`src/hdl/wfc_ram.sv`:
```
`timescale 1ns / 1ps
// ----------------------------------------------------------------------------
// wfc_ram
// Generic simple dual-port RAM, one write port, one registered read port.
// ----------------------------------------------------------------------------
module wfc_ram #(
	parameter int W = 8,
	parameter int D = 32
) (
	input  logic                 clk,
	input  logic                 we,
	input  logic [$clog2(D)-1:0] waddr,
	input  logic [W-1:0]         wdata,
	input  logic [$clog2(D)-1:0] raddr,
	output logic [W-1:0]         rdata
);

	logic [W-1:0] mem_q [D];

	always_ff @(posedge clk) begin
		if (we) begin
			mem_q[waddr] <= wdata;
		end
		rdata <= mem_q[raddr];
	end

endmodule

```
`config.mk`:
```
export PLATFORM = sky130hd
export DESIGN_NAME = wfc_ram
export DESIGN_NICKNAME = d
export VERILOG_FILES = /design/src/hdl/wfc_ram.sv
export SDC_FILE = /design/constraint.sdc
export NUM_CORES = 1
export LEC_CHECK = 0
export BUFFER_PORTS_ARGS = -buffer_cell sky130_fd_sc_hd__buf_2
export CAP_MARGIN = 0
export CORE_MARGIN = 8
export CORE_UTILIZATION = 50
export CTS_BUF_LIST = sky130_fd_sc_hd__clkbuf_8 sky130_fd_sc_hd__clkbuf_16
export CTS_CLUSTER_SIZE = 20
export DETAILED_ROUTE_END_ITERATION = 7
export PLACE_DENSITY = 0.73
export SETUP_SLACK_MARGIN = 0.4
export SLEW_MARGIN = 25
export SYNTH_ARGS = -nofsm -noshare
export SYNTH_HDL_FRONTEND = slang
export SYNTH_SLANG_ARGS = --single-unit
```
`constraint.sdc`:
```
create_clock -name clk -period 2.2 [get_ports clk]
set_input_delay 0.22 -clock clk [delete_from_list [all_inputs] [get_ports clk]]
set_output_delay 0.22 -clock clk [all_outputs]
set_load 0.02 [all_outputs]
```
# Word level (Yosys, flattened, before mapping)
# Memory sizes are Yosys's and may differ from the RTL's. A register that Yosys moved wholly into a read port is not among the register bits.
# Cells that the tools add are included.
# word_totals
register_bits	0
ramBits	256
inputBits	20
out_inout_bits	8
word_cells	3
memories	1
# memory_table
memory	words	width	read_ports	rd_clocked_by_memory_dff	wr	line_no	text
mem_q	32	8	1	1	1	18	logic [W-1:0] mem_q [D];
# classes
n_mux	2
# op_table
op	count
$mux 1	2

# Depth between registers and ports, before layout
# logic_depth
ltp_word	2
mapped_depth	5
mapped_depth_nobuf	3

# Worst setup path after synthesis
# OpenSTA, ideal clock, no wires.
# synth_path
path_type	input -> register
from	input port raddr[2]
to	register rdata[0] (read register of mem_q)
setup_time_ps	121
t_arrival_ps	1902
required_time_ps	2079
path_slack_ps	178
cell_stages	5
path_buffers	2
path_cell_list	clkbuf_1 clkbuf_1 mux4_2 mux4_2 mux2_2
# synth_rtl
item	line_no	text
from (decl)	14	input logic [$clog2(D)-1:0] raddr,
to (decl)	15	output logic [W-1:0] rdata

==> metrics.txt <==
Routed WL per cell=27.2 um; critical path's largest stage delay=0.55 ns; average size of a mapped cell=24.1 um2; crit path launch type=flop; synth unique cells=15; Total Routing Usage GR=17.6%; syn nets=437; CP most frequent cell=mux4_2; die area=24900 um2; Die Ht=158 um; clk buf depth=3; critical-path maximum fanout=1; Final Critical Period=1.84 ns; routability congestion estimate=0.760; drt drc=0; sequential share of the synthesized area=78.1%; gr busiest metal=met2; FF-to-FF setup slack=0.36 ns; final antenna-violating net count=0; max_slew headroom=56.7%; DP HPWL=13.0 mm; vias in the first global route=4741; number of synthesis warnings=0; CP max-delay cell=mux4_2; met3 GRT Util=2.70%; Hold WC Path Type=input port to flop; Site Rows=52; drt first pass iters=5; max-slew violations=0; period utilisation layout=83.5%; post-route worst setup slack=0.363 ns; Slew @ Worst Pin=0.650 ns; Yosys reg bits=264; critical-path cell list=mux4_2, mux4_2, mux2_4; total CTS buffers=25; DR iter-0 viols=442; synthesized area=10100 um2; area leader, netlist=edfxtp_1; pre-CTS setup slack=0.0150 ns; cell leakage power=3.75 nW; Post-Syn Instances=417; num ports=28; initial core utilization=50.3%; Fmax achieved=544 MHz; crit path capture type=flop; fillcell total=1410; main area contributors after synthesis=edfxtp_1, mux4_2, dfxtp_1, nor2_1, mux2_2; nets=511; met2 Track Usage GR=28.4%; via count=4621; PwrDens=900 nW/um2; Sink Count=264; CP required=2.60 ns; Worst Skew=0.00875 ns; Die W=158 um; area grow syn2layout=15.5%; number of antenna cells inserted=0; status=finished clean; final hold vios=0; fraction of layout cells with a size suffix above 1=38.2%; routed wire length=21.1 mm; Crit path arrival time=2.24 ns; RSZ-0062 raised after global routing=true; met1 Track Usage GR=25.0%; largest net degree at the start of global routing=33; Core Area=20000 um2; post-route insts no fill=778; grt total ovfl=0; Max Cap Violations=0; Port Buffers=27; Synth top area share=76.5%; crit path kind=flop to flop; first-pass GRT wire length=31.6 mm; H-tree levels=1; initial antenna violation count=0; CTS tree=done; Setup TNS Final=0 ns; Worst-path clk slew=0.06 ns; final setup fails=0; worst vdd ir=0.586 mV; Root Buffer=clkbuf_16; post-DR vias/cell=5.94; Placed Cells=734; clk_lat worst skew=0.51 ns
==> critical path, delay by kind of cell (launching register included) <==
kind / cells / cell delay [ns]
flip-flops: 1 / 0.38
multiplexers: 3 / 1.35
==> repair_timing <==
item,4_1_cts,5_1_grt
resized for setup,1,0
hold buffers,0,0
buffers inserted,0,0
endpoints found under the setup margin,5,7
==> through the flow <==
stage | instance area (um2) | total power [mW] | util [%] | hold slack, ns
global route | 11600 | 10.7 | 58.2 | 0.150
global placement | 10800 | 6.28 | 54.1 | 0.649
finish | 11600 | 10.5 | 58.2 | 0.160
CTS | 11600 | 10.5 | 58.2 | 0.141
detailed placement | 10800 | 6.30 | 54.1 | 0.649
floorplan | 10200 | 6.06 | - | 0.319
==> sequential cells by signal, indices dropped and copies added, names as in the netlist <==
name,count
mem_q,256
rdata,8
==> final timing paths <==
path | startpoint | end | cells past startpoint
worst max register to register | mem_q[30][5] | rdata[5] | 3
worst max-delay path | mem_q[30][5] | rdata[5] | 3
worst min-delay path | raddr[3] | rdata[5] | 2
worst min register to register | mem_q[6][0] | rdata[0] | 3
==> Yosys cell counts <==
cell type and instances:
nand3_1 2, edfxtp_1 256, or3b_2 3, nand3b_1 5
dfxtp_1 8, buf_2 1, mux4_2 80, nor2_1 33
mux2_2 8, or3_1 1, buf_4 6, buf_6 1
clkbuf_1 6, nand2_1 1, buf_1 6
==> cell families (layout without fill, tap and decap cells) <==
family / Yosys count / count (layout) / share of synthesized area, %
buf+inv: 20 / 111 / 1.06
flops: 264 / 264 / 78.1
mux: 88 / 88 / 18.8
simple gates: 45 / 45 / 2.07
==> cell type report <==
cell class,instances,area (um2),share of cell area [%]
multi-input cells,133,2100,18.1
well taps,270,338,2.91
clock inverters,19,189,1.63
flip-flops and latches,264,7850,67.6
repair buffers,67,513,4.42
clock buffers,25,626,5.39
==> routing by layer <==
metal	part of all wire [%]	wire (um)
met1	41	8740
met2	49	10400
met3	7.9	1670
met4	1.7	365
met5	0	0
==> power by group <==
part | total (mW) | internal (mW) | leakage [nW] | switching (mW)
Clock | 4.27 | 2.53 | 0.428 | 1.74
Combinational | 0.572 | 0.249 | 0.945 | 0.323
Sequential | 5.62 | 5.59 | 2.37 | 0.0245
==> layout by cell type (no fill, tap or decap) <==
master,count
inv_1,6
bufinv_16,4
nand3_1,2
clkinv_1,2
buf_4,35
inv_6,1
mux2_2,7
nand2_1,1
or3_1,1
mux4_2,80
dfxtp_1,8
or3b_2,3
nand3b_1,5
buf_12,6
buf_2,26
clkinv_2,6
nor2_1,33
edfxtp_1,256
clkbuf_16,25
mux2_4,1
No activity file was read; power rests on OpenSTA's default activity.
