## config.mk

```make
export PLATFORM = sky130hd
export DESIGN_NAME = wfc_cell
export DESIGN_NICKNAME = d
export VERILOG_FILES = /design/src/hdl/wfc_pkg.sv /design/src/hdl/wfc_cell.sv
export SDC_FILE = /design/constraint.sdc
export NUM_CORES = 1
export LEC_CHECK = 0
export BUFFER_PORTS_ARGS = -buffer_cell sky130_fd_sc_hd__buf_2
export CAP_MARGIN = 5
export CORE_MARGIN = 2
export CORE_UTILIZATION = 45
export CTS_CLUSTER_DIAMETER = 100
export DETAILED_ROUTE_END_ITERATION = 8
export GPL_TIMING_DRIVEN = 0
export PLACE_DENSITY = 0.75
export SLEW_MARGIN = 40
export SYNTH_ARGS = -nofsm -noshare
export SYNTH_HDL_FRONTEND = slang
export SYNTH_SLANG_ARGS = --single-unit
```

## constraint.sdc

```tcl
create_clock -name clk -period 2 [get_ports clk]
set_clock_uncertainty 0.2 [all_clocks]
set_input_delay 0.6 -clock clk [delete_from_list [all_inputs] [get_ports clk]]
set_output_delay 0.6 -clock clk [all_outputs]
set_load 0.005 [all_outputs]
```

## src/hdl/wfc_pkg.sv

```systemverilog
`timescale 1ns / 1ps
// ----------------------------------------------------------------------------
// wfc_pkg
// Shared codes, types and character helpers of the word frequency counter.
// ----------------------------------------------------------------------------
package wfc_pkg;

	localparam logic [1:0] ACT_CLEAR = 2'd0;
	localparam logic [1:0] ACT_TEXT  = 2'd1;
	localparam logic [1:0] ACT_END   = 2'd2;
	localparam logic [1:0] ACT_READ  = 2'd3;

	localparam logic [1:0] KIND_WORD = 2'd0;
	localparam logic [1:0] KIND_SUM  = 2'd1;
	localparam logic [1:0] KIND_READ = 2'd2;

	localparam int          CNT_W     = 16;
	localparam logic [15:0] COUNT_MAX = 16'hFFFF;
	localparam logic [7:0]  APOS      = 8'h27;

	// broadcast controls to every cell of the slot row
	typedef struct packed {
		logic load;  // capture candidate bit from length match
		logic drop;  // clear candidate bit of the selected cell
		logic inc;   // bump count of the selected cell
		logic wr;    // allocate the target cell
	} cell_ctl_t;

	function automatic logic is_alnum(input logic [7:0] c);
		return (c >= 8'h30 && c <= 8'h39) || (c >= 8'h41 && c <= 8'h5A) ||
		       (c >= 8'h61 && c <= 8'h7A);
	endfunction

	function automatic logic [7:0] to_lower(input logic [7:0] c);
		return (c >= 8'h41 && c <= 8'h5A) ? c + 8'h20 : c;
	endfunction

	function automatic logic [15:0] sat_inc(input logic [15:0] v);
		return (v == COUNT_MAX) ? v : v + 16'd1;
	endfunction

endpackage

```

## src/hdl/wfc_cell.sv

```systemverilog
`timescale 1ns / 1ps
// ----------------------------------------------------------------------------
// wfc_cell
// One slot of the table: length, count and candidate bit, with a priority
// link that passes "a lower slot is already chosen" to the next cell.
// ----------------------------------------------------------------------------
module wfc_cell #(
	parameter int LW = 6
) (
	input  logic                    clk,
	input  logic                    arst_n,
	input  wfc_pkg::cell_ctl_t      ctl,
	input  logic                    in_use,
	input  logic                    target,
	input  logic [LW-1:0]           probe_len,
	input  logic                    taken_in,
	output logic                    taken_out,
	output logic                    sel,
	output logic [LW-1:0]           len,
	output logic [wfc_pkg::CNT_W-1:0] cnt
);

	logic                      cand_q;
	logic [LW-1:0]             len_q;
	logic [wfc_pkg::CNT_W-1:0] cnt_q;

	assign sel       = cand_q & ~taken_in;
	assign taken_out = taken_in | cand_q;
	assign len       = len_q;
	assign cnt       = cnt_q;

	always_ff @(posedge clk or negedge arst_n) begin
		if (!arst_n) begin
			cand_q <= 1'b0;
		end else if (ctl.load) begin
			cand_q <= in_use && (len_q == probe_len);
		end else if (ctl.drop && sel) begin
			cand_q <= 1'b0;
		end
	end

	always_ff @(posedge clk) begin
		if (ctl.wr && target) begin
			len_q <= probe_len;
			cnt_q <= wfc_pkg::CNT_W'(1);
		end else if (ctl.inc && sel) begin
			cnt_q <= wfc_pkg::sat_inc(cnt_q);
		end
	end

endmodule

```

# After elaboration in Yosys (flattened, before gate mapping)
# Cells that the tools add are included.
[word_totals]
reg_bits = 23
inputBits = 15
out_inout_bits = 24
word_cells = 18
[classes]
add_sub_neg = 1
n_eq_ne = 2
n_mux = 2
bitwise = 4
n_reduce_logical = 6
[ops]
columns = ["cell", "count"]
rows = [
  ["$add A16 B1 Y16 const B", 1],
  ["$eq A16 B16 Y1 const B", 1],
  ["$eq A6 B6 Y1", 1],
  ["$logic_and A1 B1 Y1", 4],
  ["$mux W1", 2],
  ["$not A1 Y1", 2],
  ["$reduce_and A2 Y1", 1],
  ["$reduce_bool A2 Y1", 1],
  ["$and A1 B1 Y1", 1],
  ["$or A1 B1 Y1", 1],
]

# Longest topological paths before layout
# Gate-level depths: netlist (run 1).
[logic_depth]
ltp_word = 5
ltp_mapped = 6
depth_no_buf = 5

# Worst setup path after synthesis (run 1)
# No wires, ideal clock.
[synth_path]
kind = "reg2reg"
start = "register cnt_q (netlist bit cnt[0])"
end = "register cnt_q (netlist bit cnt[15])"
setup_ns = 0.072
arrival_ns = 1.725
t_required_ns = 1.728
slack_ns = 0.003
path_stages_with_launch = 6
n_path_buf = 0
synth_period_minus_slack_ns = 1.997
path_cell_list = "dfxtp_1 -> ha_1 -> nand4_1 -> or4_4 -> nand4b_1 -> mux2i_1"
[synth_between]
elab_chain_len = 3
word_cells_on_any_way = 4
cone_classes = "add/sub (1); eq/ne (1); bitwise (1); reduce/logical (1)"
[synth_lines]
columns = ["element", "line_no", "rtl"]
rows = [
  ["start: declaration", "wfc_cell.sv:25", "logic [wfc_pkg::CNT_W-1:0] cnt_q;"],
  ["start signal: assignment", "wfc_cell.sv:45", "cnt_q <= wfc_pkg::CNT_W'(1);"],
  ["start signal: assignment", "wfc_cell.sv:47", "cnt_q <= wfc_pkg::sat_inc(cnt_q);"],
  ["parallel branches: the longest is 3 deep, another holds $add A16 B1 Y16", "-", ""],
]
# Parallel ways; which one is timed is not known.
# A chain may end at the register's enable or synchronous reset.

# Final worst setup path (run 1)
[layout_path]
start = "register cand_q"
end = "output taken_out"
[layout_between]
elab_chain_len = 1
[layout_lines]
columns = ["element", "line_no", "rtl"]
rows = [
  ["start: declaration", "wfc_cell.sv:23", "logic cand_q;"],
  ["start signal: assignment", "wfc_cell.sv:36", "cand_q <= in_use && (len_q == probe_len);"],
  ["$or A1 B1 Y1", "wfc_cell.sv:28", "assign taken_out = taken_in | cand_q;"],
  ["end: declaration", "wfc_cell.sv:17", "output logic taken_out,"],
]
# No other way between the ends.

==> key figures, run 1 <==
Cells and area
  – Final Util: 0.602
  – Final nets: approximately 190
  – Diodes inserted: 0
  – Post-route insts no fill: 198
  – Final instance area: around 0.0015 mm2
  – Layout area overhead: 24.8%
  – Share of cells above drive strength 1: 0.321

Critical path
  – Critical-path top delay cell: dfrtp_1
  – Crit end category: primary output
  – Critical Path Fanout Max: 4
  – Levels on crit path: 2
  – Crit Path Category: reg -> out
  – CP peak stage delay: 0.43 ns
  – Cell-by-cell trace of the critical path: or2_2, buf_2
  – Worst setup SP type: flip-flop
  – Worst path bufs/invs: 1
  – R2R depth: 5
  – Arr. time, crit path: about 1.2 ns
  – WP data required: 1.20 ns
  – Delay-heaviest family, CP: flip-flops

Timing
  – # setup viols final: 0
  – Post-layout min period: 1.95 ns
  – Final hold violation count: 0
  – Relative slew margins: 0.501
  – Crit share post-route: 0.976
  – Worst-margin pin slew: 0.748 ns
  – Unrepaired setup endpoints after global routing: no
  – Fin. max-slew vios: 0
  – Worst setup margin: between 0.04 and 0.05 ns
  – F_max: 512 MHz

Global route
  – Initial antenna violation count: 0
  – Pin count of the biggest net entering global routing: 16
  – First-pass GRT wire length: around 4600 um
  – Vias in the first global route: 1053
  – Grt ovf: 0
  – Gr usage total: 0.180

Synthesis
  – FFs w/ async S/R, synth: 0.0435
  – Top post-synthesis cells by area: dfxtp_1 27%, edfxtp_1 15%, or4_1 4.4%, nand3_1 4.1%, a21oi_1 3.7%
  – Cell taking the most area after synthesis: dfxtp_1
  – Synth Cell Area: around 0.0012 mm2
  – Post-synthesis net count: 140
  – Mapped Cells: 124
  – Synth Register Bits: 23
  – Average size of a mapped cell: 9.73 um2
  – Synth warn: 0
  – Post-synth top flop: dfxtp_1
  – Distinct cells, synth: 38
  – Post-synth EDFFs: 6
  – Post-synthesis sequential area ratio: 0.436
  – Top cell type's share of synthesized area: 0.266

Power and ir drop
  – Pwr/cell area: approximately 510 mW/mm2
  – Leak: 0.000609 uW
  – Worst ir drop on vdd: 0.332 mV

Place
  – Detailed placement HPWL: 2080 um
  – Placed cells: 192
  – I/O Buffers: 38
  – Gpl congestion: just over 0.8
  – Setup WS pre-CTS: -0.173 ns
  – Placed cell area: 0.00143 mm2

Floorplanning
  – Rows: 18
  – Starting Density: 0.482
  – Die width: 55.8 um
  – Die ar.: slightly above 0.003 mm2
  – Num ports: 39
  – Core box area: 0.00250 mm2
  – Die Y: 55.8 um

Status
  – Outcome: finished clean

Clock tree
  – CTS Sinks: 23
  – Num CTS Buffers: 3
  – Max clock buf depth: 2
  – Clk_lat worst skew: a little over 0.3 ns
  – Clock transition at the registers of the reported paths: 0.12 ns
  – TritonCTS clock tree: done
  – CTS root buf: clkbuf_4
  – H-tree levels: 1

Routing
  – DRC viols: 0
  – Remaining antenna violation count after routing: 0
  – Vias per inst: 5.71
  – Via count: 1130
  – Initial drt markers: 27
  – Routed len/inst: 14.0 um
  – Drt pass-1 iters: 4
  – DRT Wirelength: 2780 um

Flow run
  – Maxcap violations: 0

Min path
  – Hold path cells: 1
  – Hold/Removal Path Class: in -> reg
-- final timing paths --
| check | endpoint | start | slack [ns] |
|---|---|---|---|
| max in group asynchronous | cand_q | arst_n | 1.15 |
| min in group asynchronous | cand_q | arst_n | 0.37 |
| worst min register to register | cnt[14] | cnt[14] | 0.31 |
| worst max-delay path | taken_out | cand_q | 0.05 |
| worst max register to register | cnt[15] | cnt[0] | 0.09 |
| worst min-delay path | len[4] | probe_len[4] | 0.29 |
-- worst reg2reg max path, cell delays in order, from the launching register on --
cell and delay [ns]:
dfxtp_4 0.42, ha_4 0.18, nand4_1 0.17, or4_4 0.56, nand4b_1 0.14, mux2i_1 0.18
-- layout by cell type (no fill, tap or decap), types with 3 or more instances in the layout --
| cell | instances |
|---|---|
| dfxtp_1 | 14 |
| clkbuf_1 | 3 |
| o21ai_0 | 4 |
| nand2b_1 | 5 |
| nor4_1 | 3 |
| clkbuf_4 | 3 |
| a21oi_1 | 9 |
| xnor2_1 | 4 |
| o31ai_1 | 6 |
| nand2_1 | 10 |
| nand3_1 | 10 |
| inv_1 | 5 |
| buf_2 | 39 |
| edfxtp_1 | 6 |
| or4_1 | 7 |
| nand4_1 | 3 |
| mux2i_1 | 4 |
| nor2_1 | 3 |
-- cells by family after synthesis --
kind of cell | count (synthesis) | share of synthesized area
simple gates | 57 | 0.322
flops | 23 | 0.436
compound gates | 24 | 0.126
xor+xnor | 6 | 0.0436
mux | 4 | 0.0332
buf+inv | 9 | 0.0301
fa+ha+maj | 1 | 0.0104
-- final cells by class --
type	instances	area [um2]
repair buffers	40	208
fillers	213	995
clock buffers	4	26.3
plain buffers	4	20.0
multi-input cells	92	662
flip-flops and latches	23	533
well taps	30	37.5
inverters	5	18.8
-- report_power, final --
part	switching [uW]	internal [uW]
sequential	6.38	485
combinational	29.7	31.0
clock	136	77.9
total	172	594
-- flip-flops by register name (all words and copies together), names as in the netlist --
name,count
cnt,16
cand_q,1
len,6
-- metal layers --
metal  up-vias  track usage  part of all wire
met2        35        0.303              0.49
met5         -            0                 0
met3         6       0.0302             0.052
met4         0       0.0801             0.012
met1       522        0.225              0.45
li1        567            -                 -
-- through the flow --
step           total power (uW)  hold slack, ns  TNS (ns)
2_1_floorplan               531           0.104         0
3_3_place_gp                561           0.175     -1.68
3_5_place_dp                564           0.175     -2.01
4_1_cts                     775           0.287         0
5_1_grt                     795           0.282         0
6_report                    766           0.288         0
-- Yosys cell counts (2+ instances only) --
cell type and instances:
nand2b_1 5, mux2i_1 4, nor2_1 3, o31ai_1 6, nor3_1 2, or4_1 7, nand4_4 2, nand4_1 3
edfxtp_1 6, inv_1 5, a21oi_1 9, xnor2_1 4, buf_2 2, xor2_1 2, clkbuf_1 2, o21ai_0 4
nand2_1 10, and3_1 2, dfxtp_1 16, nor4_1 3, nand3_1 10
-- what timing repair did --
action / CTS / global route
pin swaps: 0 / 1
endpoints found under the setup margin: 11 / 15
resized for setup: 4 / 4
hold endpoints to repair: 1 / 0
hold buffers: 1 / 0
buffers inserted: 0 / 1
Power figures use the tool's default switching activity.
==> inputs of run 2 (changes only) <==
- CTS_BUF_LIST: unset -> sky130_fd_sc_hd__clkbuf_16
- GPL_TIMING_DRIVEN: 0 -> unset
- PLACE_DENSITY: 0.75 -> 0.72
==> run 2 against run 1 <==
Count of clock-buffer cells in the layout decreased by 1. Sequential share of layout area decreased by 3.4 points. Fmax decreased by 1.6%. First-iteration DRC count increased by 3.7%. Non-clock buffer count increased by 13.
==> key figures, run 2 (synthesis results as in run 1) <==
Critical path
  – Crit Path Category: in -> out
  – Arr. time, crit path: 1.19 ns (+0.04 ns)
  – Crit end category: primary output
  – Worst setup SP type: primary input
  – Critical Path Fanout Max: 3 (-1)
  – WP data required: 1.20 ns (about the same)

Place
  – Gpl congestion: 0.839 (+1.2%)
  – Placed cells: 204 (+6.3%)
  – Detailed placement HPWL: 2300 um (+11%)
  – Setup WS pre-CTS: -0.0960 ns (+0.0767 ns)
  – I/O Buffers: 38 (unchanged)

Routing
  – Initial drt markers: 28 (+3.7%)
  – DRC viols: 0 (unchanged)
  – Routed len/inst: 14.6 um (+4.3%)
  – Remaining antenna violation count after routing: 0 (unchanged)
  – Drt pass-1 iters: 6 (+2)
  – Via count: 1202 (+6.4%)
  – Vias per inst: 5.70 (-0.18%)
  – DRT Wirelength: 3090 um (+11%)

Floorplanning
  – Die ar.: 0.00311 mm2 (unchanged)
  – Rows: 18 (unchanged)
  – Num ports: 39 (unchanged)
  – Core box area: 0.00250 mm2 (unchanged)
  – Starting Density: 0.482 (unchanged)
  – Die Y: 55.8 um (unchanged)
  – Die width: 55.8 um (unchanged)

Cells and area
  – Max reg flops: 16 (unchanged)
  – Diodes inserted: 0 (unchanged)
  – Final nets: 198 (+7.0%)
  – Most frequent cells in the layout: 38 x buf_2, 18 x buf_4, 16 x dfxtp_1
  – Final Util: 0.658 (+0.0556)
  – Post-route insts no fill: 211 (+6.6%)
  – Commonest non-fill, non-tap cell in the layout: buf_2
  – Layout area overhead: 36.3%
  – Share of cells above drive strength 1: 0.365 (+0.0432)

Timing
  – Worst-margin pin slew: 0.394 ns (-0.354 ns)
  – Final hold violation count: 0 (unchanged)
  – Worst setup margin: 0.0148 ns (-0.0327 ns)
  – WHS: 0.312 ns (+0.0243 ns)
  – Relative slew margins: 0.731 (+0.229)
  – # setup viols final: 0 (unchanged)
  – F_max: 504 MHz (-1.6%)
  – TNS Setup: 0 ns (unchanged)
  – Crit share post-route: 0.993 (+0.0164)
  – Unrepaired setup endpoints after global routing: no
  – Fin. max-slew vios: 0 (unchanged)
  – Post-layout min period: 1.99 ns (+0.0327 ns)

Clock tree
  – CTS root buf: clkbuf_16
  – Num CTS Buffers: 3 (unchanged)
  – Max clock buf depth: 2 (unchanged)
  – H-tree levels: 1 (unchanged)
  – TritonCTS clock tree: done
  – Clock transition at the registers of the reported paths: 0.06 ns (-0.06 ns)
  – CTS Sinks: 23 (unchanged)
  – Clk_lat worst skew: 0.26 ns (-0.05 ns)

Global route
  – First-pass GRT wire length: 5070 um (+11%)
  – Grt ovf: 0 (unchanged)
  – Met2 Usage GRT: 0.340 (+0.0374)
  – Gr usage total: 0.203 (+0.0233)
  – GRT met3 Usage: 0.0535 (+0.0233)
  – Pin count of the biggest net entering global routing: 14 (-2)
  – Vias in the first global route: 1092 (+3.7%)
  – Met1 Resource Use GR: 0.263 (+0.0386)
  – Initial antenna violation count: 0 (unchanged)
  – Gr busiest metal: met2

Power and ir drop
  – Leak: 0.000705 uW (+16%)
  – Worst ir drop on vdd: 0.660 mV (+99%)
  – Pwr/cell area: 608 mW/mm2 (+19%)

Status
  – Outcome: finished clean

Flow run
  – Maxcap violations: 0 (unchanged)

Min path
  – Hold/Removal Path Class: reg -> reg
-- run 2: cell count changes in the layout (fill, tap and decap cells not counted), moves of 2 or more --
cell,previous run,this run
buf_4,2,18
clkbuf_1,3,0
clkbuf_16,0,3
clkbuf_4,3,0
dfxtp_1,14,16
dfxtp_4,2,0
-- run 2: cell type report --
cell class / instances / area (um2)
Multi-Input combinational cell: 92 / 647
Tap cell: 30 / 37.5
Clock inverter: 1 / 5.00
Clock buffer: 3 / 75.1
Sequential cell: 23 / 526
Fill cell: 206 / 856
Timing Repair Buffer: 57 / 335
Inverter: 5 / 18.8
-- run 2: per-stage QoR --
| stage | instance area, um2 | total power [uW] |
|---|---|---|
| 2_1_floorplan | 1210 | 531 |
| 3_3_place_gp | 1540 | 565 |
| 3_5_place_dp | 1540 | 570 |
| 4_1_cts | 1630 | 1000 |
| 5_1_grt | 1640 | 1040 |
| 6_report | 1640 | 999 |
-- run 2: final timing paths --
kind | start | to | slack, ns | cells after the start
max in group asynchronous | arst_n | cand_q | 1.07 | 2
worst min register to register | cnt[14] | cnt[14] | 0.31 | 2
min in group asynchronous | arst_n | cand_q | 0.44 | 2
worst min-delay path | cnt[14] | cnt[14] | 0.31 | 2
worst max-delay path | taken_in | taken_out | 0.01 | 4
worst max register to register | cnt[7] | cnt[15] | 0.15 | 4
-- run 2: worst max-delay path, stage by stage --
cell and delay, ns:
buf_2 0.10, buf_4 0.13, or2_4 0.23, buf_2 0.12
-- run 2: per-layer routing --
| metal | up-vias | part of all wire |
|---|---|---|
| met5 | - | 0 |
| met2 | 44 | 0.50 |
| li1 | 585 | - |
| met3 | 2 | 0.055 |
| met4 | 0 | 0.0039 |
| met1 | 571 | 0.44 |
-- run 2: power breakdown --
| group | leakage [uW] | internal [uW] | switching [uW] |
|---|---|---|---|
| sequential | 0.000199 | 488 | 5.88 |
| clock | 0.0000409 | 269 | 168 |
| combinational | 0.000465 | 35.2 | 32.6 |
-- run 2: what timing repair did --
| item | CTS | global route |
|---|---|---|
| cloned | 0 | 0 |
| buffers inserted | 0 | 2 |
| hold buffers | 1 | 0 |
| endpoints found under the hold margin | 1 | 0 |
| resized for setup | 1 | 0 |
| pin swaps | 0 | 1 |
| setup endpoints to repair | 1 | 5 |
